--- config.mk ---
export PLATFORM = sky130hd
export DESIGN_NAME = sprot_lane
export DESIGN_NICKNAME = d
export VERILOG_FILES = /design/src/design/assert_macros.svh /design/src/design/sprot_pkg.sv /design/src/design/sprot_lane.sv
export SDC_FILE = /design/constraint.sdc
export NUM_CORES = 1
export LEC_CHECK = 0
export ABC_AREA = 0
export BUFFER_PORTS_ARGS = -buffer_cell sky130_fd_sc_hd__buf_2
export CORE_MARGIN = 4
export CORE_UTILIZATION = 45
export CTS_CLUSTER_SIZE = 8
export DETAILED_ROUTE_END_ITERATION = 8
export PLACE_DENSITY = 0.61
export SYNTH_ARGS = -nofsm -noshare
export SYNTH_HDL_FRONTEND = slang
export SYNTH_SLANG_ARGS = --single-unit
--- constraint.sdc ---
create_clock -name clk_i -period 14.1 [get_ports clk_i]
set_input_delay 2.82 -clock clk_i [delete_from_list [all_inputs] [get_ports clk_i]]
set_output_delay 2.82 -clock clk_i [all_outputs]
set_load 0.02 [all_outputs]
--- src/design/assert_macros.svh ---
// Assertion macros shared by the sprite rotation RTL.
`ifndef ASSERT_MACROS_SVH
`define ASSERT_MACROS_SVH

// Check a property on a given clock, off while the given reset is asserted.
`define SPROT_ASSERT_CLK(label, clk, rst_n, prop, msg) \
  label: assert property (@(posedge clk) disable iff (!rst_n) prop) else $error(msg);

// Check a property on the block clock and reset.
`define SPROT_ASSERT(label, prop, msg) \
  `SPROT_ASSERT_CLK(label, clk_i, rst_ni, prop, msg)

`endif

--- src/design/sprot_pkg.sv ---
// Shared constants, types and trig helpers for the sprite rotation block.
package sprot_pkg;

  // Display and sprite limits
  localparam int ScreenWidth   = 320;
  localparam int ScreenHeight  = 240;
  localparam int MaxSpriteSide = 64;
  localparam int TrigFracBits  = 14;

  // Field widths fixed by the interface
  localparam int NumLanes  = 8;
  localparam int LaneIdxW  = 3;
  localparam int ByteW     = 8;
  localparam int SprDimW   = 7;
  localparam int OriginW   = 10;
  localparam int RotW      = 9;
  localparam int ColorW    = 16;
  localparam int CoordW    = 10;
  localparam int CfgDataW  = 16;
  localparam int CfgIdxW   = 3;

  // Derived widths
  localparam int RowW   = $clog2(MaxSpriteSide);
  localparam int SideW  = RowW + 1;
  localparam int ColW   = ((MaxSpriteSide + 7) / 8 > 1) ? $clog2((MaxSpriteSide + 7) / 8) : 1;
  localparam int BprW   = ColW + 1;
  localparam int SxW    = ColW + 3;
  localparam int DeltaW = ((SxW > RowW) ? SxW : RowW) + 1;
  localparam int CoefW  = TrigFracBits + 2;
  localparam int ProdW  = DeltaW + CoefW;
  localparam int SumW   = ProdW + 2;
  localparam int ShW    = SumW - TrigFracBits;
  localparam int PosW   = ((ShW > CoordW + 1) ? ShW : CoordW + 1) + 1;
  localparam int SatW   = (SprDimW > SideW) ? SprDimW : SideW;

  // Rescaling of the Q1.14 table to the working fraction
  localparam int TrigUp  = (TrigFracBits >= 14) ? TrigFracBits - 14 : 0;
  localparam int TrigDn  = (TrigFracBits < 14) ? 14 - TrigFracBits : 0;
  localparam int TrigRnd = (TrigFracBits < 14) ? (1 << (13 - TrigFracBits)) : 0;

  localparam logic [RotW-1:0] FullTurn    = RotW'(360);
  localparam logic [RotW-1:0] QuarterTurn = RotW'(90);
  localparam logic [RotW-1:0] HalfTurn    = RotW'(180);
  localparam logic [RotW-1:0] ThreeQuarter = RotW'(270);

  // sin of whole degrees 0..90 in Q1.14
  localparam logic [14:0] SinQ14 [91] = '{
    15'd0, 15'd286, 15'd572, 15'd857, 15'd1143, 15'd1428, 15'd1713, 15'd1997, 15'd2280,
    15'd2563, 15'd2845, 15'd3126, 15'd3406, 15'd3686, 15'd3964, 15'd4240, 15'd4516,
    15'd4790, 15'd5063, 15'd5334, 15'd5604, 15'd5872, 15'd6138, 15'd6402, 15'd6664,
    15'd6924, 15'd7182, 15'd7438, 15'd7692, 15'd7943, 15'd8192, 15'd8438, 15'd8682,
    15'd8923, 15'd9162, 15'd9397, 15'd9630, 15'd9860, 15'd10087, 15'd10311, 15'd10531,
    15'd10749, 15'd10963, 15'd11174, 15'd11381, 15'd11585, 15'd11786, 15'd11982,
    15'd12176, 15'd12365, 15'd12551, 15'd12733, 15'd12911, 15'd13085, 15'd13255,
    15'd13421, 15'd13583, 15'd13741, 15'd13894, 15'd14044, 15'd14189, 15'd14330,
    15'd14466, 15'd14598, 15'd14726, 15'd14849, 15'd14968, 15'd15082, 15'd15191,
    15'd15296, 15'd15396, 15'd15491, 15'd15582, 15'd15668, 15'd15749, 15'd15826,
    15'd15897, 15'd15964, 15'd16026, 15'd16083, 15'd16135, 15'd16182, 15'd16224,
    15'd16262, 15'd16294, 15'd16322, 15'd16343, 15'd16362, 15'd16374, 15'd16382,
    15'd16384
  };

  // Configuration register indexes
  typedef enum logic [CfgIdxW-1:0] {
    CfgSpriteWidth  = 3'd0,
    CfgSpriteHeight = 3'd1,
    CfgOriginX      = 3'd2,
    CfgOriginY      = 3'd3,
    CfgRotation     = 3'd4,
    CfgDrawColor    = 3'd5
  } cfg_idx_e;

  typedef enum logic [1:0] {
    Quad0,
    Quad90,
    Quad180,
    Quad270
  } quad_e;

  typedef struct packed {
    logic signed [CoefW-1:0] s;
    logic signed [CoefW-1:0] c;
  } trig_t;

  // Byte with its sprite position, one per pipeline slot
  typedef struct packed {
    logic             valid;
    logic [ByteW-1:0] bits;
    logic [ColW-1:0]  col;
    logic [RowW-1:0]  row;
  } track_t;

  // One lane's plotted pixel
  typedef struct packed {
    logic              hit;
    logic [CoordW-1:0] x;
    logic [CoordW-1:0] y;
  } pix_t;

  // Clamp a configured side to the largest supported sprite
  function automatic logic [SideW-1:0] sat_side(input logic [SprDimW-1:0] v);
    return (SatW'(v) > SatW'(MaxSpriteSide)) ? SideW'(MaxSpriteSide) : SideW'(v);
  endfunction

  // Table entry rescaled to the working fraction
  function automatic logic [CoefW-2:0] trig_scaled(input logic [6:0] d);
    logic [31:0] v;
    v = 32'(SinQ14[d]) << TrigUp;
    v = (v + 32'(TrigRnd)) >> TrigDn;
    return v[CoefW-2:0];
  endfunction

  // sin and cos of a whole-degree angle by quadrant folding
  function automatic trig_t trig_coef(input logic [RotW-1:0] rot);
    logic [RotW-1:0]         ang;
    logic [RotW-1:0]         rem;
    quad_e                   q;
    logic [6:0]              r;
    logic signed [CoefW-1:0] a;
    logic signed [CoefW-1:0] b;
    trig_t                   t;
    ang = (rot >= FullTurn) ? rot - FullTurn : rot;
    if (ang < QuarterTurn) begin
      q   = Quad0;
      rem = ang;
    end else if (ang < HalfTurn) begin
      q   = Quad90;
      rem = ang - QuarterTurn;
    end else if (ang < ThreeQuarter) begin
      q   = Quad180;
      rem = ang - HalfTurn;
    end else begin
      q   = Quad270;
      rem = ang - ThreeQuarter;
    end
    r = rem[6:0];
    a = $signed({1'b0, trig_scaled(r)});
    b = $signed({1'b0, trig_scaled(7'd90 - r)});
    unique case (q)
      Quad0: begin
        t.s = a;
        t.c = b;
      end
      Quad90: begin
        t.s = b;
        t.c = -a;
      end
      Quad180: begin
        t.s = -a;
        t.c = -b;
      end
      default: begin
        t.s = -b;
        t.c = a;
      end
    endcase
    return t;
  endfunction

  // Shift out the fraction, rounding toward zero
  function automatic logic signed [ShW-1:0] trunc_shift(input logic signed [SumW-1:0] v);
    logic signed [SumW-1:0] a;
    a = v[SumW-1] ? v + SumW'((1 << TrigFracBits) - 1) : v;
    return $signed(a[SumW-1:TrigFracBits]);
  endfunction

endpackage

--- src/design/sprot_lane.sv ---
// One rotation lane: rotates one pixel of the byte and checks it against the display.
module sprot_lane
  import sprot_pkg::*;
(
  input  logic                     clk_i,
  input  logic                     rst_ni,
  input  logic                     en_i,
  input  logic [LaneIdxW-1:0]      lane_i,
  input  track_t                   item_i,
  input  logic [SideW-1:0]         width_i,
  input  logic [RowW-1:0]          half_w_i,
  input  logic                     row_ok_i,
  input  trig_t                    trig_i,
  input  logic signed [ProdW-1:0]  dy_sin_i,
  input  logic signed [ProdW-1:0]  dy_cos_i,
  input  logic signed [SumW-1:0]   bias_x_i,
  input  logic signed [SumW-1:0]   bias_y_i,
  input  logic [OriginW-1:0]       origin_x_i,
  input  logic [OriginW-1:0]       origin_y_i,
  output pix_t                     pix_o
);

  localparam logic signed [PosW-1:0] ScrW = PosW'(ScreenWidth);
  localparam logic signed [PosW-1:0] ScrH = PosW'(ScreenHeight);

  logic [SxW-1:0]           sx;
  logic                     bit_set;
  logic                     active;
  logic signed [DeltaW-1:0] dx;
  logic signed [ProdW-1:0]  dxc_d, dxs_d, dxc_q, dxs_q;
  logic                     active_q;
  logic signed [SumW-1:0]   sum_x, sum_y;
  logic signed [ShW-1:0]    tx, ty;
  logic signed [PosW-1:0]   rx, ry;
  pix_t                     pix_d, pix_q;

  // Find the pixel's column and multiply its offset
  always_comb begin
    sx      = {item_i.col, lane_i};
    bit_set = item_i.bits[LaneIdxW'(NumLanes - 1) - lane_i];
    active  = item_i.valid && bit_set && row_ok_i && (SideW'(sx) < width_i);
    dx      = $signed(DeltaW'(sx)) - $signed(DeltaW'(half_w_i));
    dxc_d   = ProdW'(dx * trig_i.c);
    dxs_d   = ProdW'(dx * trig_i.s);
  end

  // Combine with the row terms, drop the fraction, place on screen
  always_comb begin
    sum_x = SumW'(dxc_q) - SumW'(dy_sin_i) + bias_x_i;
    sum_y = SumW'(dxs_q) + SumW'(dy_cos_i) + bias_y_i;
    tx    = trunc_shift(sum_x);
    ty    = trunc_shift(sum_y);
    rx    = PosW'(tx) + $signed(PosW'(origin_x_i));
    ry    = PosW'(ty) + $signed(PosW'(origin_y_i));
    pix_d.hit = active_q && !rx[PosW-1] && (rx < ScrW) && !ry[PosW-1] && (ry < ScrH);
    pix_d.x   = rx[CoordW-1:0];
    pix_d.y   = ry[CoordW-1:0];
  end

  // Advance lane stages
  always_ff @(posedge clk_i or negedge rst_ni) begin
    if (!rst_ni) begin
      active_q <= 1'b0;
      pix_q    <= '0;
    end else if (en_i) begin
      active_q <= active;
      pix_q    <= pix_d;
    end
  end

  always_ff @(posedge clk_i) begin
    if (en_i) begin
      dxc_q <= dxc_d;
      dxs_q <= dxs_d;
    end
  end

  assign pix_o = pix_q;

endmodule

==> metrics.txt <==
outcome complete, no violations; gr usage total 19.7%; WL final 36.4 mm; Die W 194 um; Synth area leader fa_1; Antenna Nets Post-Route 0; worst slew pin tran 818 ps; FF+latch area 1930 um^2; TritonCTS Buffers 9; HP Start pix_o[14]; DP HPWL 31.1 mm; Synth Cell Area 15600 um^2; Syn Inst Count 1714; DR DRC count 0; maxcap violations 0; Layout fillers 3219; Crit Reg-Reg Endpoint pix_o[20]; cell mode on critical path inv_1; setup TNS 0 ps; clk slew on worst S/H paths 60 ps; CTS tree built; proportion of layout cells with a drive suffix above 1 14.1%; worst rel slew slack 44.8%; worst min path class reg -> reg; Layout area overhead 11.7%; fin nets 2475; footprint of the multi-input gates 12300 um^2; Post-Syn Area per Cell 9.07 um^2; Synth top area share 28.3%; Top FF cell, synth edfxtp_1; first-pass GRT wire length 62.0 mm; Hold Buf Count CTS 0; Critical Path Sink Type flop; Die Ht 194 um; FF-to-FF path depth 23; Worst-Skew Late Latency 350 ps; Max clock buf depth 2; routability cong. 0.896; CTS sink count 68; Core ar. 33800 um^2; post-CTS setup buffers 0; slowest stage delay, CP 670 ps; initial drt markers 625; Data arrival, critical path 9320 ps; worst endpoint required time 14190 ps; syn nets 2291; FMAX 0.108 GHz; number of library cell types mapped by synthesis 76; gr ovfl total 0; fin crit period 9230 ps; diode count 0; root buffer cell clkbuf_16; htree depth 3; initial antenna violation count 7; first-pass iteration count of the detailed router 5; Post-synth ARST share 32.4%; die area 37600 um^2; Crit Path Category in -> reg; flop2flop setup slack 7640 ps; unrepaired setup endpoints after global routing false; Buffers on Ports 200; r2r startpoint dxs_q[1]; I/O pin total 207; Hold Path End pix_o[14]; Final Hold Vio Count 0; number of global-route vias before repair 12572; synth warn 0; Final setup viols 0; register area share after synthesis 12.4%; Setup crit start kind primary input; worst hold stages 1; Final Cycle Share 65.4%; slowest CP cell or4b_2; Row Count 67; Max FO, Critical Path 28; largest net degree at the start of global routing 36; vias per cell 5.25; final max-slew violation count 0; initial core utilization 46.0%; clk_skew 8.42 ps; Vias 12331; Seq cells post-synth 68; routed len/inst 15.5 um; number of synthesized flops with an enable pin 46; post_cts resized 0; Hold WS 478 ps; top post-synthesis cells by area fa_1 28%, ha_1 14%, edfxtp_1 8.9%
==> metrics by stage <==
step	setup slack [ps]	cells	area, um^2	utilization (%)
floorplan	5350	1714	15600	-
global placement	4530	2335	17000	50.4
detailed placement	4500	2335	17000	50.4
CTS	4870	2351	17400	51.4
global route	4400	2351	17400	51.4
finish	4870	2351	17400	51.4
==> state kept, by name (all words and copies together) (netlist names) <==
signal    cells
active_q      1
dxs_q        23
pix_o        21
dxc_q        23
==> layer usage <==
layer,track usage (%),wire length [um],vias to the layer above
met5,0,82,-
met3,3.54,2100,45
met2,31.2,16300,311
met4,4.22,638,12
met1,28.4,17300,5933
li1,-,-,6030
==> cells in the final DEF, fill, tap and decap left out, types with 6 or more instances in the layout <==
master       n
nor2_1      59
fa_1       220
nand2_1    122
a21oi_1     68
xor2_1      32
nand3_1     31
ha_1       171
mux2_2      15
edfxtp_1    46
o21a_1      15
and2_1     102
or3_1        8
a21boi_0     6
a21o_1      28
nor4_1       6
o21bai_1    10
clkbuf_16   10
and3_1      15
nor3_1      34
dfrtp_1     22
a211oi_1    15
o211ai_1    13
nand4b_1     6
nand2b_1    42
buf_4        9
inv_1      302
nor2b_1     41
buf_2      200
nand4_1      8
or2_2        9
o21ai_0     57
xnor2_1     77
a31oi_1     11
==> cell families (layout without fill, tap and decap cells) <==
group / count (synthesis) / count (layout) / share of synthesized area, %
multiplexers: 21 / 21 / 1.63
AND/OR/NAND/NOR: 503 / 503 / 17.2
AO/OA/AOI/OAI: 280 / 280 / 11.9
adder cells (fa/ha/maj): 391 / 391 / 42.1
XOR/XNOR: 113 / 113 / 6.36
buffers and inverters: 338 / 527 / 8.38
flip-flops: 68 / 68 / 12.4
==> worst max-delay path, delay by kind of cell <==
family / cells / cell delay, ps
buffers and inverters: 8 / 1140
AOI/OAI and AO/OA: 8 / 1340
adders and majority gates: 7 / 2680
and+or+nand+nor: 6 / 1330
==> cells in the mapped netlist (34+ instances only) <==
library cell	n
ha_1	171
and2_1	102
nor3_1	34
a21oi_1	69
fa_1	220
o21ai_0	57
xnor2_1	80
edfxtp_1	46
inv_1	302
nor2_1	59
nand2b_1	42
nor2b_1	41
nand2_1	122
==> worst max path at each step <==
stage / start / slack (ps) / cells after the start / endpoint
2_1_floorplan: lane_i[0] / 5350 / 26 / dxc_q[19]
3_3_place_gp: lane_i[0] / 4530 / 29 / dxc_q[19]
3_5_place_dp: lane_i[0] / 4500 / 29 / dxc_q[19]
4_1_cts: lane_i[0] / 4870 / 29 / dxc_q[19]
5_1_grt: lane_i[0] / 4400 / 29 / dxc_q[19]
6_report: lane_i[0] / 4870 / 29 / dxc_q[19]
==> layout make-up <==
cell class | count | area share [%]
inverter | 302 | 6.53
sequential | 68 | 11.1
tap | 448 | 3.23
multi-input combinational | 1308 | 71.1
timing repair buffer | 209 | 6.15
clock buffer | 10 | 1.44
clock inverter | 6 | 0.404
Power is not shown: default switching activity piles up to over one toggle a cycle in this logic, so the estimate is an artifact.
