### src/design/assert_macros.svh
// Assertion macros shared by the sprite rotation RTL.
`ifndef ASSERT_MACROS_SVH
`define ASSERT_MACROS_SVH

// Check a property on a given clock, off while the given reset is asserted.
`define SPROT_ASSERT_CLK(label, clk, rst_n, prop, msg) \
  label: assert property (@(posedge clk) disable iff (!rst_n) prop) else $error(msg);

// Check a property on the block clock and reset.
`define SPROT_ASSERT(label, prop, msg) \
  `SPROT_ASSERT_CLK(label, clk_i, rst_ni, prop, msg)

`endif

### src/design/sprot_pkg.sv
// Shared constants, types and trig helpers for the sprite rotation block.
package sprot_pkg;

  // Display and sprite limits
  localparam int ScreenWidth   = 320;
  localparam int ScreenHeight  = 240;
  localparam int MaxSpriteSide = 64;
  localparam int TrigFracBits  = 14;

  // Field widths fixed by the interface
  localparam int NumLanes  = 8;
  localparam int LaneIdxW  = 3;
  localparam int ByteW     = 8;
  localparam int SprDimW   = 7;
  localparam int OriginW   = 10;
  localparam int RotW      = 9;
  localparam int ColorW    = 16;
  localparam int CoordW    = 10;
  localparam int CfgDataW  = 16;
  localparam int CfgIdxW   = 3;

  // Derived widths
  localparam int RowW   = $clog2(MaxSpriteSide);
  localparam int SideW  = RowW + 1;
  localparam int ColW   = ((MaxSpriteSide + 7) / 8 > 1) ? $clog2((MaxSpriteSide + 7) / 8) : 1;
  localparam int BprW   = ColW + 1;
  localparam int SxW    = ColW + 3;
  localparam int DeltaW = ((SxW > RowW) ? SxW : RowW) + 1;
  localparam int CoefW  = TrigFracBits + 2;
  localparam int ProdW  = DeltaW + CoefW;
  localparam int SumW   = ProdW + 2;
  localparam int ShW    = SumW - TrigFracBits;
  localparam int PosW   = ((ShW > CoordW + 1) ? ShW : CoordW + 1) + 1;
  localparam int SatW   = (SprDimW > SideW) ? SprDimW : SideW;

  // Rescaling of the Q1.14 table to the working fraction
  localparam int TrigUp  = (TrigFracBits >= 14) ? TrigFracBits - 14 : 0;
  localparam int TrigDn  = (TrigFracBits < 14) ? 14 - TrigFracBits : 0;
  localparam int TrigRnd = (TrigFracBits < 14) ? (1 << (13 - TrigFracBits)) : 0;

  localparam logic [RotW-1:0] FullTurn    = RotW'(360);
  localparam logic [RotW-1:0] QuarterTurn = RotW'(90);
  localparam logic [RotW-1:0] HalfTurn    = RotW'(180);
  localparam logic [RotW-1:0] ThreeQuarter = RotW'(270);

  // sin of whole degrees 0..90 in Q1.14
  localparam logic [14:0] SinQ14 [91] = '{
    15'd0, 15'd286, 15'd572, 15'd857, 15'd1143, 15'd1428, 15'd1713, 15'd1997, 15'd2280,
    15'd2563, 15'd2845, 15'd3126, 15'd3406, 15'd3686, 15'd3964, 15'd4240, 15'd4516,
    15'd4790, 15'd5063, 15'd5334, 15'd5604, 15'd5872, 15'd6138, 15'd6402, 15'd6664,
    15'd6924, 15'd7182, 15'd7438, 15'd7692, 15'd7943, 15'd8192, 15'd8438, 15'd8682,
    15'd8923, 15'd9162, 15'd9397, 15'd9630, 15'd9860, 15'd10087, 15'd10311, 15'd10531,
    15'd10749, 15'd10963, 15'd11174, 15'd11381, 15'd11585, 15'd11786, 15'd11982,
    15'd12176, 15'd12365, 15'd12551, 15'd12733, 15'd12911, 15'd13085, 15'd13255,
    15'd13421, 15'd13583, 15'd13741, 15'd13894, 15'd14044, 15'd14189, 15'd14330,
    15'd14466, 15'd14598, 15'd14726, 15'd14849, 15'd14968, 15'd15082, 15'd15191,
    15'd15296, 15'd15396, 15'd15491, 15'd15582, 15'd15668, 15'd15749, 15'd15826,
    15'd15897, 15'd15964, 15'd16026, 15'd16083, 15'd16135, 15'd16182, 15'd16224,
    15'd16262, 15'd16294, 15'd16322, 15'd16343, 15'd16362, 15'd16374, 15'd16382,
    15'd16384
  };

  // Configuration register indexes
  typedef enum logic [CfgIdxW-1:0] {
    CfgSpriteWidth  = 3'd0,
    CfgSpriteHeight = 3'd1,
    CfgOriginX      = 3'd2,
    CfgOriginY      = 3'd3,
    CfgRotation     = 3'd4,
    CfgDrawColor    = 3'd5
  } cfg_idx_e;

  typedef enum logic [1:0] {
    Quad0,
    Quad90,
    Quad180,
    Quad270
  } quad_e;

  typedef struct packed {
    logic signed [CoefW-1:0] s;
    logic signed [CoefW-1:0] c;
  } trig_t;

  // Byte with its sprite position, one per pipeline slot
  typedef struct packed {
    logic             valid;
    logic [ByteW-1:0] bits;
    logic [ColW-1:0]  col;
    logic [RowW-1:0]  row;
  } track_t;

  // One lane's plotted pixel
  typedef struct packed {
    logic              hit;
    logic [CoordW-1:0] x;
    logic [CoordW-1:0] y;
  } pix_t;

  // Clamp a configured side to the largest supported sprite
  function automatic logic [SideW-1:0] sat_side(input logic [SprDimW-1:0] v);
    return (SatW'(v) > SatW'(MaxSpriteSide)) ? SideW'(MaxSpriteSide) : SideW'(v);
  endfunction

  // Table entry rescaled to the working fraction
  function automatic logic [CoefW-2:0] trig_scaled(input logic [6:0] d);
    logic [31:0] v;
    v = 32'(SinQ14[d]) << TrigUp;
    v = (v + 32'(TrigRnd)) >> TrigDn;
    return v[CoefW-2:0];
  endfunction

  // sin and cos of a whole-degree angle by quadrant folding
  function automatic trig_t trig_coef(input logic [RotW-1:0] rot);
    logic [RotW-1:0]         ang;
    logic [RotW-1:0]         rem;
    quad_e                   q;
    logic [6:0]              r;
    logic signed [CoefW-1:0] a;
    logic signed [CoefW-1:0] b;
    trig_t                   t;
    ang = (rot >= FullTurn) ? rot - FullTurn : rot;
    if (ang < QuarterTurn) begin
      q   = Quad0;
      rem = ang;
    end else if (ang < HalfTurn) begin
      q   = Quad90;
      rem = ang - QuarterTurn;
    end else if (ang < ThreeQuarter) begin
      q   = Quad180;
      rem = ang - HalfTurn;
    end else begin
      q   = Quad270;
      rem = ang - ThreeQuarter;
    end
    r = rem[6:0];
    a = $signed({1'b0, trig_scaled(r)});
    b = $signed({1'b0, trig_scaled(7'd90 - r)});
    unique case (q)
      Quad0: begin
        t.s = a;
        t.c = b;
      end
      Quad90: begin
        t.s = b;
        t.c = -a;
      end
      Quad180: begin
        t.s = -a;
        t.c = -b;
      end
      default: begin
        t.s = -b;
        t.c = a;
      end
    endcase
    return t;
  endfunction

  // Shift out the fraction, rounding toward zero
  function automatic logic signed [ShW-1:0] trunc_shift(input logic signed [SumW-1:0] v);
    logic signed [SumW-1:0] a;
    a = v[SumW-1] ? v + SumW'((1 << TrigFracBits) - 1) : v;
    return $signed(a[SumW-1:TrigFracBits]);
  endfunction

endpackage

### src/design/sprot_merge.sv
// Merge stage: hands the lane results out one pixel per transaction in bit order.
`include "assert_macros.svh"

module sprot_merge
  import sprot_pkg::*;
(
  input  logic              clk_i,
  input  logic              rst_ni,
  input  pix_t              pix_i [NumLanes],
  input  logic              out_ready_i,
  input  logic [ColorW-1:0] color_i,
  output logic              load_o,
  output logic              out_valid_o,
  output logic [CoordW-1:0] pixel_x_o,
  output logic [CoordW-1:0] pixel_y_o,
  output logic [ColorW-1:0] pixel_color_o,
  output logic              last_pixel_o
);

  logic [NumLanes-1:0] mask_q, mask_d;
  logic [NumLanes-1:0] hits;
  logic [NumLanes-1:0] sel;
  logic [NumLanes-1:0] rest;
  logic [CoordW-1:0]   x_q [NumLanes];
  logic [CoordW-1:0]   y_q [NumLanes];
  logic                take;

  // Pick the leftmost pending pixel
  always_comb begin
    for (int i = 0; i < NumLanes; i++) begin
      hits[i] = pix_i[i].hit;
    end
    sel          = mask_q & (~mask_q + NumLanes'(1));
    rest         = mask_q & ~sel;
    out_valid_o  = |mask_q;
    last_pixel_o = (rest == '0);
    take         = out_valid_o && out_ready_i;
    load_o       = !out_valid_o || (take && last_pixel_o);
    pixel_x_o    = '0;
    pixel_y_o    = '0;
    for (int i = 0; i < NumLanes; i++) begin
      pixel_x_o = pixel_x_o | (x_q[i] & {CoordW{sel[i]}});
      pixel_y_o = pixel_y_o | (y_q[i] & {CoordW{sel[i]}});
    end
    if (load_o) begin
      mask_d = hits;
    end else if (take) begin
      mask_d = rest;
    end else begin
      mask_d = mask_q;
    end
  end

  assign pixel_color_o = color_i;

  // Hold pending pixels
  always_ff @(posedge clk_i or negedge rst_ni) begin
    if (!rst_ni) begin
      mask_q <= '0;
    end else begin
      mask_q <= mask_d;
    end
  end

  always_ff @(posedge clk_i) begin
    if (load_o) begin
      for (int i = 0; i < NumLanes; i++) begin
        x_q[i] <= pix_i[i].x;
        y_q[i] <= pix_i[i].y;
      end
    end
  end

  `SPROT_ASSERT(a_group_continues, take && !last_pixel_o |=> out_valid_o, "pixel group ended early")
  `SPROT_ASSERT(a_load_shows, load_o && (hits != '0) |=> out_valid_o, "loaded pixels not shown")
  `SPROT_ASSERT(a_stall_holds, out_valid_o && !out_ready_i |=> $stable(mask_q), "pending pixels changed in stall")

endmodule

### config.mk
export PLATFORM = sky130hd
export DESIGN_NAME = sprot_merge
export DESIGN_NICKNAME = d
export VERILOG_FILES = /design/src/design/sprot_pkg.sv /design/src/design/sprot_merge.sv
export VERILOG_INCLUDE_DIRS = /design/src /design/src/design
export SDC_FILE = /design/constraint.sdc
export NUM_CORES = 1
export LEC_CHECK = 0
export BUFFER_PORTS_ARGS = -buffer_cell sky130_fd_sc_hd__buf_2
export CAP_MARGIN = 5
export CORE_ASPECT_RATIO = 1.25
export CORE_UTILIZATION = 25
export DETAILED_ROUTE_END_ITERATION = 16
export GPL_ROUTABILITY_DRIVEN = 0
export SYNTH_ARGS = -nofsm -noshare
export SYNTH_HDL_FRONTEND = slang
export SYNTH_SLANG_ARGS = --single-unit
export TNS_END_PERCENT = 30
### constraint.sdc
create_clock -name clk_i -period 5.7 [get_ports clk_i]
set_input_delay 1.14 -clock clk_i [delete_from_list [all_inputs] [get_ports clk_i]]
set_output_delay 1.14 -clock clk_i [all_outputs]
set_load 0.02 [all_outputs]
==> metrics.md <==
| Metric | Value |
|---|---|
| Synthesized instance count | 418 |
| Final WS setup | 1070 ps |
| Post-DR wirelength/cell | 19.7 um |
| Max transition margin | 36.9% |
| Async S/R FF share, synth | 4.76% |
| Hold Vio Cnt, Final | 0 |
| Slowest stage cell, crit path | or4_4 |
| Synth top area share | 74.1% |
| Total Wirelength | 18.5 mm |
| Worst Setup Start Kind | register |
| I/O pin count | 226 |
| TritonCTS Buffers | 17 |
| Tcrit/Tclk final | 81.2% |
| Synth top area cells | edfxtp_1, a22oi_1, o21ai_0 |
| Mapped Area | 6480 sq um |
| Multi-input logic area | 1220 sq um |
| Top-count cell post-synth | edfxtp_1 |
| Initial antenna violation count | 0 |
| Clock Pin Slew Worst Setup and Hold Paths | 70 ps |
| Fmax | 0.216 GHz |
| Worst-margin pin slew | 947 ps |
| R2R setup slack | 2110 ps |
| Pwr Density | 580 nW/um^2 |
| Vias in the first global route | 4440 |
| Total of max-cap violations | 0 |
| Chip Height | 182 um |
| Status | finished, final reports clean |
| Final net count | 778 |
| Fin crit period | 4630 ps |
| Reg area | 5000 sq um |
| Syn. warnings | 0 |
| RSZ-0062 raised after global routing | no |
| FF-to-FF End | x_q[1][22] |
| Post-CTS sizing | 0 |
| Diodes inserted | 0 |
| Die extent in x | 146 um |
| CP Data Arrival Time | 3490 ps |
| Post-synth EDFFs | 160 |
| Global-route wire length before repair | 26.4 mm |
| Most common flop cell mapped by yosys | edfxtp_1 |
| Fraction of layout cells with a size suffix above 1 | 39.6% |
| Clock Tree Buf Depth | 2 |
| # DRC | 0 |
| Worst Setup EP | pixel_y_o[1] |
| Starting density of the core | 25.5% |
| Netlist cell types | 31 |
| Critical path capture point type | primary output |
| Slew Viols, Final | 0 |
| Root buf cell | clkbuf_16 |
| FF+latch count, synth | 168 |
| Clock skew | 7.94 ps |
| Total track usage | 14.0% |
| CP peak stage delay | 860 ps |
| Final setup TNS | 0 ps |
| First DRT Iteration DRCs | 153 |
| WS Path Type | reg -> out |
| Top cell type by total area after synthesis | edfxtp_1 |
| IR drop worst, VDD | 352 uV |
| R2r startpoint | mask_q[1] |
| CTS tree | yes |
| Crit. path cell count | 6 |
| Post-DP HPWL | 13.5 mm |
| Drt pass-1 iters | 4 |
| Clock Latency Late Sink | 420 ps |
| Critical Path Start | mask_q[1] |
| Leak | 3.00 nW |
| Reg2reg path depth | 6 |
| CP Buf/Inv Count | 1 |
| Top cells by count, synth | edfxtp_1, o21ai_0, a22oi_1 |
| DR vias | 4228 |
| Register area share after synthesis | 77.2% |
| Total Die Area | 26600 sq um |
| Congestion Overflow GR | 0 |
| # rows | 65 |
| # clock sinks | 168 |
| Layout area overhead | 27.2% |
| Hold-fix buffers, CTS | 0 |
| H-tree levels | 4 |
| Post-place setup slack | 1530 ps |
| Buffers on Ports | 193 |
| Core area | 25400 sq um |
| DR vias/cell | 4.50 |
| Critical Path RT | 4560 ps |
| Total Power | 4.78 mW |
| Worst hold path type | in -> async |
| Largest net degree at the start of global routing | 161 |
| Post-CTS setup buffers | 0 |
| FILL cells | 2512 |
| Syn Area/Cell | 15.5 sq um |
| Synthesized netlist net count | 605 |
| Setup violations, final | 0 |
| CP Cell Sequence | or4_4 -> nor2_1 -> and2_1 -> a221oi_1 -> o21ai_0 -> buf_2 |
| CP Max Fanout | 26 |
| Final antenna-violating net count | 0 |
| Delay-heaviest family, CP | simple AND/OR/NAND/NOR gates |
[metrics by stage]
stage	utilization [%]	hold slack [ps]	cell area [sq um]	cells
global route	32.5	540	8250	939
CTS	32.5	532	8250	939
global placement	30.3	570	7680	907
detailed placement	30.3	580	7680	907
finish	32.5	563	8250	939
floorplan	-	543	6490	418
[cell type report]
type | instances | share of cell area [%]
Clock buffer | 17 | 5.16
Clock inverter | 15 | 1.65
Multi-Input combinational cell | 203 | 14.9
Sequential cell | 168 | 60.7
Inverter | 2 | 0.137
Tap cell | 335 | 5.08
Timing Repair Buffer | 199 | 12.4
[worst min path at each step]
stage / to / start / slack, ps / cells after the start
after floorplan: mask_q[3] / mask_q[3] / 540 / 1
after global placement: mask_q[3] / mask_q[3] / 570 / 1
after detailed placement: mask_q[3] / mask_q[3] / 580 / 1
after CTS: mask_q[4] / rst_ni / 530 / 1
after global routing: mask_q[3] / rst_ni / 540 / 1
final: mask_q[4] / rst_ni / 560 / 1
[kinds of logic (layout without fill, tap and decap cells)]
family,after synthesis,after routing,share of synthesized area [%]
buffers and inverters,47,233,4.07
AO/OA/AOI/OAI,136,136,14.2
flip-flops,168,168,77.2
AND/OR/NAND/NOR,67,67,4.50
[state kept, by name (all words and copies together), names as in the netlist]
name and flops:
x_q 80, mask_q 8, y_q 80
[power breakdown]
part | switching, mW | internal, mW | leakage, nW
registers | 0.185 | 1.95 | 1.58
clock network | 0.498 | 0.610 | 0.281
logic | 1.08 | 0.456 | 1.14
[placed cells by master, fill, tap and decap left out, drive strengths merged]
master	synthesis	final
o31a	1	1
or3	1	1
o21ai	42	42
buf	23	199
nor2	26	26
a21o	1	1
edfxtp	160	160
clkinvlp	0	1
a21oi	22	22
dfrtp	8	8
a2111oi	2	2
a32o	3	3
nand3	3	3
nor2b	2	2
a22oi	40	40
or4	1	1
a221oi	20	20
nor4b	1	1
nand2	27	27
nand3b	1	1
clkinv	0	6
nor3	2	2
inv	2	9
bufinv	0	1
and2	1	1
nor4	1	1
a221o	1	1
a31oi	4	4
clkbuf	22	17
or2	1	1
[routing by layer]
layer / global-route usage [%] / up-vias / wire length, um
met5: 0 / - / 0
met1: 14.1 / 2011 / 6880
met3: 4.55 / 44 / 1400
li1: - / 1981 / -
met2: 25.0 / 192 / 9440
met4: 8.58 / 0 / 749
No activity file was read; power rests on OpenSTA's default activity.
