==> config.mk <==
export PLATFORM = sky130hd
export DESIGN_NAME = sprot_track
export DESIGN_NICKNAME = d
export VERILOG_FILES = /design/src/design/sprot_pkg.sv /design/src/design/sprot_track.sv
export VERILOG_INCLUDE_DIRS = /design/src /design/src/design
export SDC_FILE = /design/constraint.sdc
export NUM_CORES = 1
export LEC_CHECK = 0
export BUFFER_PORTS_ARGS = -buffer_cell sky130_fd_sc_hd__buf_2
export CAP_MARGIN = 10
export CORE_ASPECT_RATIO = 1.5
export CORE_MARGIN = 2
export CORE_UTILIZATION = 44
export DETAILED_ROUTE_END_ITERATION = 16
export HOLD_SLACK_MARGIN = 0.15
export PLACE_DENSITY = 0.77
export SLEW_MARGIN = 20
export SYNTH_ARGS = -nofsm -noshare
export SYNTH_HDL_FRONTEND = slang
export SYNTH_SLANG_ARGS = --single-unit
==> constraint.sdc <==
create_clock -name clk_i -period 5.3 [get_ports clk_i]
set_input_delay 0.265 -clock clk_i [delete_from_list [all_inputs] [get_ports clk_i]]
set_output_delay 0.265 -clock clk_i [all_outputs]
set_load 0.05 [all_outputs]
==> src/design/assert_macros.svh <==
// Assertion macros shared by the sprite rotation RTL.
`ifndef ASSERT_MACROS_SVH
`define ASSERT_MACROS_SVH

// Check a property on a given clock, off while the given reset is asserted.
`define SPROT_ASSERT_CLK(label, clk, rst_n, prop, msg) \
  label: assert property (@(posedge clk) disable iff (!rst_n) prop) else $error(msg);

// Check a property on the block clock and reset.
`define SPROT_ASSERT(label, prop, msg) \
  `SPROT_ASSERT_CLK(label, clk_i, rst_ni, prop, msg)

`endif

==> src/design/sprot_pkg.sv <==
// Shared constants, types and trig helpers for the sprite rotation block.
package sprot_pkg;

  // Display and sprite limits
  localparam int ScreenWidth   = 320;
  localparam int ScreenHeight  = 240;
  localparam int MaxSpriteSide = 64;
  localparam int TrigFracBits  = 14;

  // Field widths fixed by the interface
  localparam int NumLanes  = 8;
  localparam int LaneIdxW  = 3;
  localparam int ByteW     = 8;
  localparam int SprDimW   = 7;
  localparam int OriginW   = 10;
  localparam int RotW      = 9;
  localparam int ColorW    = 16;
  localparam int CoordW    = 10;
  localparam int CfgDataW  = 16;
  localparam int CfgIdxW   = 3;

  // Derived widths
  localparam int RowW   = $clog2(MaxSpriteSide);
  localparam int SideW  = RowW + 1;
  localparam int ColW   = ((MaxSpriteSide + 7) / 8 > 1) ? $clog2((MaxSpriteSide + 7) / 8) : 1;
  localparam int BprW   = ColW + 1;
  localparam int SxW    = ColW + 3;
  localparam int DeltaW = ((SxW > RowW) ? SxW : RowW) + 1;
  localparam int CoefW  = TrigFracBits + 2;
  localparam int ProdW  = DeltaW + CoefW;
  localparam int SumW   = ProdW + 2;
  localparam int ShW    = SumW - TrigFracBits;
  localparam int PosW   = ((ShW > CoordW + 1) ? ShW : CoordW + 1) + 1;
  localparam int SatW   = (SprDimW > SideW) ? SprDimW : SideW;

  // Rescaling of the Q1.14 table to the working fraction
  localparam int TrigUp  = (TrigFracBits >= 14) ? TrigFracBits - 14 : 0;
  localparam int TrigDn  = (TrigFracBits < 14) ? 14 - TrigFracBits : 0;
  localparam int TrigRnd = (TrigFracBits < 14) ? (1 << (13 - TrigFracBits)) : 0;

  localparam logic [RotW-1:0] FullTurn    = RotW'(360);
  localparam logic [RotW-1:0] QuarterTurn = RotW'(90);
  localparam logic [RotW-1:0] HalfTurn    = RotW'(180);
  localparam logic [RotW-1:0] ThreeQuarter = RotW'(270);

  // sin of whole degrees 0..90 in Q1.14
  localparam logic [14:0] SinQ14 [91] = '{
    15'd0, 15'd286, 15'd572, 15'd857, 15'd1143, 15'd1428, 15'd1713, 15'd1997, 15'd2280,
    15'd2563, 15'd2845, 15'd3126, 15'd3406, 15'd3686, 15'd3964, 15'd4240, 15'd4516,
    15'd4790, 15'd5063, 15'd5334, 15'd5604, 15'd5872, 15'd6138, 15'd6402, 15'd6664,
    15'd6924, 15'd7182, 15'd7438, 15'd7692, 15'd7943, 15'd8192, 15'd8438, 15'd8682,
    15'd8923, 15'd9162, 15'd9397, 15'd9630, 15'd9860, 15'd10087, 15'd10311, 15'd10531,
    15'd10749, 15'd10963, 15'd11174, 15'd11381, 15'd11585, 15'd11786, 15'd11982,
    15'd12176, 15'd12365, 15'd12551, 15'd12733, 15'd12911, 15'd13085, 15'd13255,
    15'd13421, 15'd13583, 15'd13741, 15'd13894, 15'd14044, 15'd14189, 15'd14330,
    15'd14466, 15'd14598, 15'd14726, 15'd14849, 15'd14968, 15'd15082, 15'd15191,
    15'd15296, 15'd15396, 15'd15491, 15'd15582, 15'd15668, 15'd15749, 15'd15826,
    15'd15897, 15'd15964, 15'd16026, 15'd16083, 15'd16135, 15'd16182, 15'd16224,
    15'd16262, 15'd16294, 15'd16322, 15'd16343, 15'd16362, 15'd16374, 15'd16382,
    15'd16384
  };

  // Configuration register indexes
  typedef enum logic [CfgIdxW-1:0] {
    CfgSpriteWidth  = 3'd0,
    CfgSpriteHeight = 3'd1,
    CfgOriginX      = 3'd2,
    CfgOriginY      = 3'd3,
    CfgRotation     = 3'd4,
    CfgDrawColor    = 3'd5
  } cfg_idx_e;

  typedef enum logic [1:0] {
    Quad0,
    Quad90,
    Quad180,
    Quad270
  } quad_e;

  typedef struct packed {
    logic signed [CoefW-1:0] s;
    logic signed [CoefW-1:0] c;
  } trig_t;

  // Byte with its sprite position, one per pipeline slot
  typedef struct packed {
    logic             valid;
    logic [ByteW-1:0] bits;
    logic [ColW-1:0]  col;
    logic [RowW-1:0]  row;
  } track_t;

  // One lane's plotted pixel
  typedef struct packed {
    logic              hit;
    logic [CoordW-1:0] x;
    logic [CoordW-1:0] y;
  } pix_t;

  // Clamp a configured side to the largest supported sprite
  function automatic logic [SideW-1:0] sat_side(input logic [SprDimW-1:0] v);
    return (SatW'(v) > SatW'(MaxSpriteSide)) ? SideW'(MaxSpriteSide) : SideW'(v);
  endfunction

  // Table entry rescaled to the working fraction
  function automatic logic [CoefW-2:0] trig_scaled(input logic [6:0] d);
    logic [31:0] v;
    v = 32'(SinQ14[d]) << TrigUp;
    v = (v + 32'(TrigRnd)) >> TrigDn;
    return v[CoefW-2:0];
  endfunction

  // sin and cos of a whole-degree angle by quadrant folding
  function automatic trig_t trig_coef(input logic [RotW-1:0] rot);
    logic [RotW-1:0]         ang;
    logic [RotW-1:0]         rem;
    quad_e                   q;
    logic [6:0]              r;
    logic signed [CoefW-1:0] a;
    logic signed [CoefW-1:0] b;
    trig_t                   t;
    ang = (rot >= FullTurn) ? rot - FullTurn : rot;
    if (ang < QuarterTurn) begin
      q   = Quad0;
      rem = ang;
    end else if (ang < HalfTurn) begin
      q   = Quad90;
      rem = ang - QuarterTurn;
    end else if (ang < ThreeQuarter) begin
      q   = Quad180;
      rem = ang - HalfTurn;
    end else begin
      q   = Quad270;
      rem = ang - ThreeQuarter;
    end
    r = rem[6:0];
    a = $signed({1'b0, trig_scaled(r)});
    b = $signed({1'b0, trig_scaled(7'd90 - r)});
    unique case (q)
      Quad0: begin
        t.s = a;
        t.c = b;
      end
      Quad90: begin
        t.s = b;
        t.c = -a;
      end
      Quad180: begin
        t.s = -a;
        t.c = -b;
      end
      default: begin
        t.s = -b;
        t.c = a;
      end
    endcase
    return t;
  endfunction

  // Shift out the fraction, rounding toward zero
  function automatic logic signed [ShW-1:0] trunc_shift(input logic signed [SumW-1:0] v);
    logic signed [SumW-1:0] a;
    a = v[SumW-1] ? v + SumW'((1 << TrigFracBits) - 1) : v;
    return $signed(a[SumW-1:TrigFracBits]);
  endfunction

endpackage

==> src/design/sprot_track.sv <==
// Byte position tracker: column and row counters and the first pipeline slot.
`include "assert_macros.svh"

module sprot_track
  import sprot_pkg::*;
(
  input  logic             clk_i,
  input  logic             rst_ni,
  input  logic             en_i,
  input  logic             in_valid_i,
  input  logic [ByteW-1:0] bitmap_byte_i,
  input  logic             sprite_start_i,
  input  logic [SideW-1:0] width_i,
  output track_t           item_o
);

  logic                       accept;
  logic [ColW-1:0]            col_q, col_d, col_cur;
  logic [RowW-1:0]            row_q, row_d, row_cur;
  logic [SideW:0]             bpr_wide;
  logic [BprW-1:0]            bpr;
  logic                       row_end;
  track_t                     item_q, item_d;

  assign accept = in_valid_i && en_i;

  // Work out this byte's place and the next one
  always_comb begin
    col_cur  = sprite_start_i ? '0 : col_q;
    row_cur  = sprite_start_i ? '0 : row_q;
    bpr_wide = ({1'b0, width_i} + (SideW + 1)'(7)) >> 3;
    bpr      = BprW'(bpr_wide);
    if (bpr == '0) begin
      bpr = BprW'(1);
    end
    row_end = (BprW'(col_cur) + BprW'(1)) >= bpr;
    col_d   = col_q;
    row_d   = row_q;
    if (accept) begin
      if (row_end) begin
        col_d = '0;
        row_d = (row_cur == RowW'(MaxSpriteSide - 1)) ? '0 : row_cur + RowW'(1);
      end else begin
        col_d = col_cur + ColW'(1);
        row_d = row_cur;
      end
    end
    item_d.valid = in_valid_i;
    item_d.bits  = bitmap_byte_i;
    item_d.col   = col_cur;
    item_d.row   = row_cur;
  end

  // Hold counters and the slot
  always_ff @(posedge clk_i or negedge rst_ni) begin
    if (!rst_ni) begin
      col_q  <= '0;
      row_q  <= '0;
      item_q <= '0;
    end else begin
      col_q <= col_d;
      row_q <= row_d;
      if (en_i) begin
        item_q <= item_d;
      end
    end
  end

  assign item_o = item_q;

  `SPROT_ASSERT(a_start_restarts, accept && sprite_start_i |=> item_q.col == '0 && item_q.row == '0, "sprite start did not restart position")
  `SPROT_ASSERT(a_slot_holds, item_q.valid && !en_i |=> item_q.valid && $stable(item_q.bits), "stalled slot changed")
  `SPROT_ASSERT(a_accept_fills, accept |=> item_q.valid, "accepted byte lost")

endmodule

==> flow_summary_export.csv <==
group,metric,value,unit
worst_hold_path,min_path_type,"in2reg",
placed_design,dpl.hpwl,2.163,mm
detailed_routing,drc_errors,0,
layout,area_growth_syn_to_layout,18.72,%
critical_path,start_kind,"flop",
clock_tree,cts_buffer_depth,2,
critical_path,slowest_delay,0.61,ns
critical_path,cp_slowest_cell,"a211oi_2",
global_route,grt_pass1_vias,1153,
layout,n_antenna_cell,0,
critical_path,crit_start,"col_q[0]",
placed_design,port_buffers,37,
synth,synthTopCellsByArea,"dfrtp_1 49%, mux2_2 13%, ha_1 5.4%",
timing,slew_viol_final,0,
floorplanning,start_util,44.89,%
global_route,antenna_found_initial,0,
layout,register_area,675.6,sq um
clock_tree,insertion_delay,0.27,ns
timing,slew_headroom,54.88,%
global_route,grt_pass1_wl,4.850,mm
critical_path,cp_max_fo,11,
clock_tree,cts_buffers,3,
power,cellPowerDensity,314.1,nW/um^2
synth,synth-async-reset-ratio,100.0,%
layout,fillers,264,
timing,hold_viol,0,
timing,setup_violations,0,
global_route,grt_use_total,17.37,%
synth,synth-main-ff-cell,"dfrtp_1",
global_route,grt_start_max_net_pins,28,
detailed_routing,via_per_inst,5.404,
power,irDropWorstVdd,0.0002179,V
worst_hold_path,hp-start,"bitmap_byte_i[1]",
critical_path,crit_type,"reg2reg",
run_status,status,"finished clean",
synth,yosysWarnings,0,
clock_tree,root_buffer,"clkbuf_8",
critical_path,critPathCaptureType,"flop",
critical_path,worstPathRequired,5.46,ns
detailed_routing,vias,1097,
layout,finalNetCount,190,
critical_path,arrival,2.65,ns
floorplanning,core-area,3097,sq um
floorplanning,pin_count,38,
synth,avgSynthCellArea,11.03,sq um
placed_design,gp_congestion,0.8897,
clock_tree,cts_num_sinks,27,
synth,synth_commonest_cells,"27 x dfrtp_1, 16 x mux2_2, 12 x nand2_1",
synth,ys_ff_latch,27,
synth,synth_top_area_share,48.60,%
synth,yosysMostFrequentCell,"dfrtp_1",
floorplanning,die_x,49.90,um
floorplanning,die_area,3634,sq um
timing,layout_min_cycle_time,2.486,ns
synth,syn_area,1390,sq um
detailed_routing,routedWlPerCell,13.76,um
critical_path,crit_buf_inv,0,
timing,tightestPinTransition,0.6756,ns
power,p_leak,0.8197,nW
layout,drive_above_1_share,36.20,%
timing,period_share,46.91,%
synth,yosysSeqAreaShare,48.60,%
clock_tree,path_clk_slew,0.09,ns
floorplanning,die_h,72.84,um
timing,rsz0062_at_grt,"false",
critical_path,path_delay_family,"compound AO/OA/AOI/OAI gates",
flow_run,drv_cap,0,
timing,final.setup.tns,0,ns
synth,synth_cell_types,37,
floorplanning,fp-row-count,25,
timing,fmax,402.2,MHz
clock_tree,cts_resized,0,
layout,multi_input_area,673.1,sq um
clock_tree,cts_tree,"built",
critical_path,r2r_start,"col_q[0]",
synth,synthCells,126,
synth,synth-edff-count,0,
detailed_routing,ant_nets,0,
global_route,gr-total-overflow,0,
timing,fin_skew,0.003931,ns
synth,synth_top_area_cell,"dfrtp_1",
detailed_routing,drt_pass1_iterations,4,
detailed_routing,drtIter0Drc,13,
critical_path,path_cells,"nor2b_1, ha_1, xor2_1, ha_1, nor3_1, a211oi_2, o21ai_1, a32o_1",
power,finalPower,0.5184,mW
critical_path,cpMostUsedCell,"ha_1",
clock_tree,h-tree-depth,1,
layout,postLayoutCoreUtil,53.29,%
synth,syn_nets,152,
detailed_routing,wl,2.793,mm
-- area by class of cell --
cell class	instances	share of cell area [%]
sequential	27	40.94
inverter	3	0.6823
clock buffer	4	2.729
multi-input combinational	91	40.79
tap	40	3.033
timing repair buffer	38	11.83
-- where the power goes --
part	internal [mW]	switching [mW]
sequential	0.231	0.0174
combinational	0.0522	0.103
clock	0.0538	0.0607
-- kinds of logic (layout without fill, tap and decap cells) --
logic type / Yosys count / in the layout / share of synthesized area (%)
xor+xnor: 4 / 4 / 2.520
buf+inv: 8 / 45 / 2.970
simple gates: 43 / 43 / 16.20
compound gates: 22 / 22 / 11.34
fa+ha+maj: 6 / 6 / 5.400
mux: 16 / 16 / 12.96
flops: 27 / 27 / 48.61
-- placed cells by master (no fill, tap or decap), drive strengths merged --
cell type / netlist / layout
buf: 3 / 37
dfrtp: 27 / 27
mux2: 16 / 16
nand2: 13 / 13
nor2b: 9 / 9
o21ai: 8 / 8
nor3: 6 / 6
ha: 6 / 6
xor2: 4 / 4
nand3: 4 / 4
clkbuf: 2 / 4
and3: 3 / 3
inv: 3 / 3
nor2: 2 / 2
and2: 2 / 2
a32o: 2 / 2
or3: 1 / 1
a31oi: 1 / 1
nand4: 1 / 1
nand3b: 1 / 1
a211o: 1 / 1
a211oi: 1 / 1
o31ai: 1 / 1
a221o: 1 / 1
a21oi: 1 / 1
a22o: 1 / 1
a21o: 1 / 1
o211ai: 1 / 1
a221oi: 1 / 1
o21a: 1 / 1
nor4: 1 / 1
a22oi: 1 / 1
dlygate4sd3: 0 / 1
-- worst paths after layout --
kind	to	slack, ns	depth (start not counted)
max	row_q[0]	2.81	8
min	item_o[10]	0.22	2
max reg2reg	row_q[0]	2.81	8
min reg2reg	col_q[0]	0.50	2
max in group asynchronous	item_o[6]	4.38	2
min in group asynchronous	item_o[16]	0.53	2
-- what timing repair did --
item / CTS / global route
hold buffers: 1 / 0
setup buffers: 0 / 0
endpoints found under the setup margin: 0 / 0
endpoints found under the hold margin: 27 / 0
-- per-stage QoR --
step                      hold slack (ns)  area, sq um  instances  setup slack [ns]
after detailed placement           0.3085         1595        198             2.680
after floorplan                  -0.03059         1390        126             3.138
final                              0.2202         1650        203             2.814
after CTS                          0.2158         1650        203             2.816
after global placement             0.2894         1595        198             2.852
after global routing               0.2131         1650        203             2.522
-- flip-flops by register name (all words and copies together) (netlist names) --
register	count
col_q	3
row_q	6
item_o	18
-- layer usage --
layer  GRT usage (%)  routed length, um  vias up
li1                -                  -      523
met1           18.95               1107      543
met2           31.56               1519       26
met3           3.074                114        5
met4           9.259                 51        0
met5               0                  0        -
No activity file was read; power rests on OpenSTA's default activity.
